$ cat src/hw/rtl/mwsd_pkg.sv
package mwsd_pkg;

    localparam int WINDOW   = 20;
    localparam int SAMPLE_W = 24;
    localparam int OUT_W    = 23;

    // window slot index and growth bits of the running sums
    localparam int SLOT_W = $clog2(WINDOW);
    localparam int GROW_W = $clog2(WINDOW);

    // running sum of samples, signed
    localparam int SUM_W   = SAMPLE_W + GROW_W;
    // square of one sample and running sum of squares, unsigned
    localparam int SQ_W    = 2 * SAMPLE_W - 1;
    localparam int SUMSQ_W = SQ_W + GROW_W;
    // radicand and root
    localparam int ROOT_W  = SUM_W;
    localparam int D_W     = 2 * ROOT_W;
    localparam int CNT_W   = $clog2(ROOT_W);

    // reciprocal of the window length, scaled by 2^ROOT_W, rounded down
    localparam logic [ROOT_W-1:0] RECIP = ROOT_W'((64'd1 << ROOT_W) / WINDOW);

    localparam logic [SLOT_W-1:0] SLOT_LAST  = SLOT_W'(WINDOW - 1);
    localparam logic [ROOT_W-1:0] WIN_ROOT   = ROOT_W'(WINDOW);
    localparam logic [ROOT_W-1:0] OUT_MAX    = ROOT_W'((64'd1 << OUT_W) - 1);
    localparam logic [CNT_W-1:0]  SQRT_LAST  = CNT_W'(ROOT_W - 1);

    typedef struct packed {
        logic load;       // take the new sample into the window
        logic upd1;       // update sum, square the leaving sample
        logic upd2;       // subtract leaving square, square the new sample
        logic upd3;       // add new square
        logic term;       // form window*sumsq and sum^2
        logic diff;       // form radicand, clear root
        logic sqrt_step;  // one root bit
        logic div1;       // reciprocal estimate of root/window
        logic out_load;   // correct, saturate and register result
    } mwsd_cmd_t;

endpackage

$ cat src/hw/rtl/mwsd_ctrl.sv
module mwsd_ctrl (
    input  logic               clk,
    input  logic               rst_n,
    input  logic               in_valid,
    output logic               in_ready,
    output logic               out_valid,
    input  logic               out_ready,
    output mwsd_pkg::mwsd_cmd_t cmd
);
    import mwsd_pkg::*;

    localparam logic [3:0] S_IDLE = 4'd0;
    localparam logic [3:0] S_UPD1 = 4'd1;
    localparam logic [3:0] S_UPD2 = 4'd2;
    localparam logic [3:0] S_UPD3 = 4'd3;
    localparam logic [3:0] S_TERM = 4'd4;
    localparam logic [3:0] S_DIFF = 4'd5;
    localparam logic [3:0] S_SQRT = 4'd6;
    localparam logic [3:0] S_DIV1 = 4'd7;
    localparam logic [3:0] S_DIV2 = 4'd8;

    logic [3:0]       state_reg, state_next;
    logic [CNT_W-1:0] cnt_reg, cnt_next;
    logic             out_valid_reg, out_valid_next;
    logic             out_free;

    assign in_ready  = (state_reg == S_IDLE);
    assign out_valid = out_valid_reg;
    assign out_free  = !out_valid_reg || out_ready;

    always_comb
    begin
        state_next     = state_reg;
        cnt_next       = cnt_reg;
        out_valid_next = out_valid_reg && !out_ready;
        cmd            = '0;
        unique case (state_reg)
            S_IDLE:
            begin
                if (in_valid)
                begin
                    cmd.load   = 1'b1;
                    state_next = S_UPD1;
                end
            end
            S_UPD1:
            begin
                cmd.upd1   = 1'b1;
                state_next = S_UPD2;
            end
            S_UPD2:
            begin
                cmd.upd2   = 1'b1;
                state_next = S_UPD3;
            end
            S_UPD3:
            begin
                cmd.upd3   = 1'b1;
                state_next = S_TERM;
            end
            S_TERM:
            begin
                cmd.term   = 1'b1;
                state_next = S_DIFF;
            end
            S_DIFF:
            begin
                cmd.diff   = 1'b1;
                cnt_next   = SQRT_LAST;
                state_next = S_SQRT;
            end
            S_SQRT:
            begin
                cmd.sqrt_step = 1'b1;
                cnt_next      = cnt_reg - 1'b1;
                if (cnt_reg == '0)
                    state_next = S_DIV1;
            end
            S_DIV1:
            begin
                cmd.div1   = 1'b1;
                state_next = S_DIV2;
            end
            S_DIV2:
            begin
                // hold here while the previous result is still unclaimed
                if (out_free)
                begin
                    cmd.out_load   = 1'b1;
                    out_valid_next = 1'b1;
                    state_next     = S_IDLE;
                end
            end
            default:
            begin
                state_next = S_IDLE;
            end
        endcase
    end

    always_ff @(posedge clk or negedge rst_n)
    begin
        if (!rst_n)
        begin
            state_reg     <= S_IDLE;
            cnt_reg       <= '0;
            out_valid_reg <= 1'b0;
        end
        else
        begin
            state_reg     <= state_next;
            cnt_reg       <= cnt_next;
            out_valid_reg <= out_valid_next;
        end
    end

endmodule

$ cat config.mk
export PLATFORM = sky130hd
export DESIGN_NAME = mwsd_ctrl
export DESIGN_NICKNAME = d
export VERILOG_FILES = /design/src/hw/rtl/mwsd_pkg.sv /design/src/hw/rtl/mwsd_ctrl.sv
export SDC_FILE = /design/constraint.sdc
export NUM_CORES = 1
export LEC_CHECK = 0
export BUFFER_PORTS_ARGS = -buffer_cell sky130_fd_sc_hd__buf_2
export CAP_MARGIN = 20
export CELL_PAD_IN_SITES_DETAIL_PLACEMENT = 0
export CELL_PAD_IN_SITES_GLOBAL_PLACEMENT = 1
export CORE_MARGIN = 4
export CORE_UTILIZATION = 40
export CTS_CLUSTER_SIZE = 40
export DETAILED_ROUTE_END_ITERATION = 7
export PLACE_DENSITY = 0.8
export SLEW_MARGIN = 20
export SYNTH_ARGS = -nofsm -noshare
export SYNTH_HDL_FRONTEND = slang
export SYNTH_SLANG_ARGS = --single-unit
$ cat constraint.sdc
create_clock -name clk -period 2.56 [get_ports clk]
set_clock_uncertainty 0.1 [all_clocks]
set_input_delay 0.128 -clock clk [delete_from_list [all_inputs] [get_ports clk]]
set_output_delay 0.128 -clock clk [all_outputs]
set_load 0.005 [all_outputs]
==> impl_results.md <==
- Status: complete, no violations
- Post-synth top cells: dfrtp_1 (10), nand2_1 (6), a21oi_1 (5), nor2_1 (5), nor3_1 (5)
- Mapped Area: 624 um2
- Worst hold start: out_ready
- Layout overhead on the synthesized area: 16.2%
- Avg Inst Size Synth: 9.32 um2
- Starting Density: 45.2%
- Detail Route Antenna Nets: 0
- CP max FO: 18
- Hold Path Depth: 3
- WS Path Type: reg -> out
- Clock sinks: 10
- Root buffer cell: clkbuf_4
- Drt initial violations: 7
- Warnings, synthesis: 0
- Max_cap viols: 0
- Max reg flops: 5
- R2R Setup Slk: 910 ps
- FF-to-FF End: cnt_reg[4]
- Endpoints failing setup: 0
- Drt wl/cell: 13.5 um
- Most common cell in the synthesized netlist: dfrtp_1
- TritonCTS clock tree: yes
- Crit path capture type: primary output
- Largest net degree at the start of global routing: 19
- Worst min path class: in -> reg
- Area share of the largest cell type after synthesis: 40.1%
- Post-Syn Instances: between 60 and 70
- First-pass GRT wire length: 2130 um
- Worst-path clk slew: 70 ps
- Flops & latches, synth: 10
- Area leader, netlist: dfrtp_1
- Power, Total: 904 uW
- Startpoint types: register
- Drt first pass iters: 4
- GRT Util Overall: 13.6%
- DP HPWL: 921 um
- Port buffer count: 14
- Synthesized Nets: 72
- I/O pin count: 15
- Via density: 5.50
- Setup TNS: 0 ps
- Maximum buffer depth of the clock tree: 2
- Fmax: between 0.5 and 0.6 GHz
- H-tree depth: 1
- Tightest Pin Transition: 492 ps
- Initial antenna violation count: 0
- Vias in the first global route: 460
- Area contributors post-synth: dfrtp_1 (40%), a21oi_1 (4.0%), nand2b_1 (4.0%)
- Leakage: approximately 0.34 nW
- R2R depth: 3
- Tcrit/Tclk final: 73.3%
- Ant diodes: 0
- Final min period: 1880 ps
- Post-synth top flop: dfrtp_1
- Final Hold Viols: 0
- Number of synthesized flops with an enable pin: 0
- Fraction of layout cells with a size suffix above 1: 29.6%
- CTS Buf Count: 3
- Drt drc: 0
- GRT overflow: 0
- Total routed wirelength: between 1000 and 1500 um
- Reg2reg start: state_reg[1]
- Max Slew Vio Count: 0
- Worst skew pair latency: 260 ps
- Die W: 47.5 um
- RSZ-0062 raised after global routing: false
- Seq/Total Area, Yosys: around 40%
- Ys async rst share: 100%
- Die Ht: 47.5 um
- CP required: 2330 ps
- Num rows: 13
- Peak VDD IR: 605 uV
- Die ar.: 2260 um2
- Post-CTS Resized: 0
- P per Cell Area: 1250 nW/um2
- Core area: about 1400 um2
- NumNets Final: 87
- Vias post-DR: 528
- Headroom to the max-slew limit: 67.2%
- Yosys cell types: 31
- Crit path DAT: 1650 ps
- Hold EP: out_valid
- Routability Congestion: 0.740
## power breakdown
group	switching (mW)	total (mW)	internal, mW	leakage (nW)
Clock	0.0537	0.140	0.0863	0.0210
Sequential	0.150	0.376	0.226	0.121
Combinational	0.188	0.389	0.200	0.194
## timing repair
action / CTS / global route
hold buffers: 1 / 0
endpoints found under the hold margin: 10 / 0
setup buffers: 0 / 0
## worst max path at each step
| stage | from | to | slack (ps) | depth (start not counted) |
|---|---|---|---|---|
| after global routing | state_reg[1] | cmd[0] | 570 | 3 |
| after detailed placement | state_reg[1] | cnt_reg[4] | 920 | 3 |
| after global placement | state_reg[1] | cmd[0] | 980 | 3 |
| after CTS | state_reg[1] | cmd[0] | 680 | 3 |
| after floorplan | state_reg[1] | cmd[0] | 1200 | 3 |
| final | state_reg[1] | cmd[0] | 680 | 3 |
## per-layer routing
layer / GRT usage [%] / vias to the layer above / wire (um)
met2: 18.2 / 12 / 504
met1: 19.4 / 239 / 701
met3: 5.64 / 2 / 77
met5: 0 / - / 0
met4: 4.97 / 0 / 9
li1: - / 275 / -
## cell families after synthesis
group	synth area share, %
multiplexers	3.41
buffers and inverters	7.21
adder cells (fa/ha/maj)	2.00
flip-flops	40.1
XOR/XNOR	1.40
AO/OA/AOI/OAI	15.4
AND/OR/NAND/NOR	30.5
## critical path, stage by stage (launching register included)
cell,delay (ps)
dfrtp_1,560
or4b_4,610
nor2b_2,110
buf_2,110
## cells in the final DEF (no fill, tap or decap), types with 3 or more instances in the layout
master    instances
buf_2            14
dfrtp_1          10
nand2_1           6
nor3_1            5
nor2_1            5
a21oi_1           5
nand2b_1          4
inv_1             3
o22ai_1           3
clkbuf_4          3
## through the flow
| step | setup WS [ps] | utilization (%) | instance area, um2 | instances | hold WS, ps |
|---|---|---|---|---|---|
| after floorplan | 1200 | - | 624 | 67 | -268 |
| after global placement | 985 | 49.1 | 679 | 91 | -95.1 |
| after detailed placement | 924 | 49.1 | 679 | 91 | -100 |
| after CTS | 681 | 52.5 | 726 | 96 | 81.0 |
| after global routing | 571 | 52.5 | 726 | 96 | 124 |
| final | 684 | 52.5 | 726 | 96 | 89.8 |
## layout make-up
| type | count | area, um2 |
|---|---|---|
| multi-input combinational | 49 | 329 |
| fill | 135 | 657 |
| clock buffer | 4 | 36.3 |
| sequential | 10 | 250 |
| timing repair buffer | 15 | 80.1 |
| tap | 15 | 18.8 |
| inverter | 3 | 11.3 |
(Power assumes the default switching activity.)
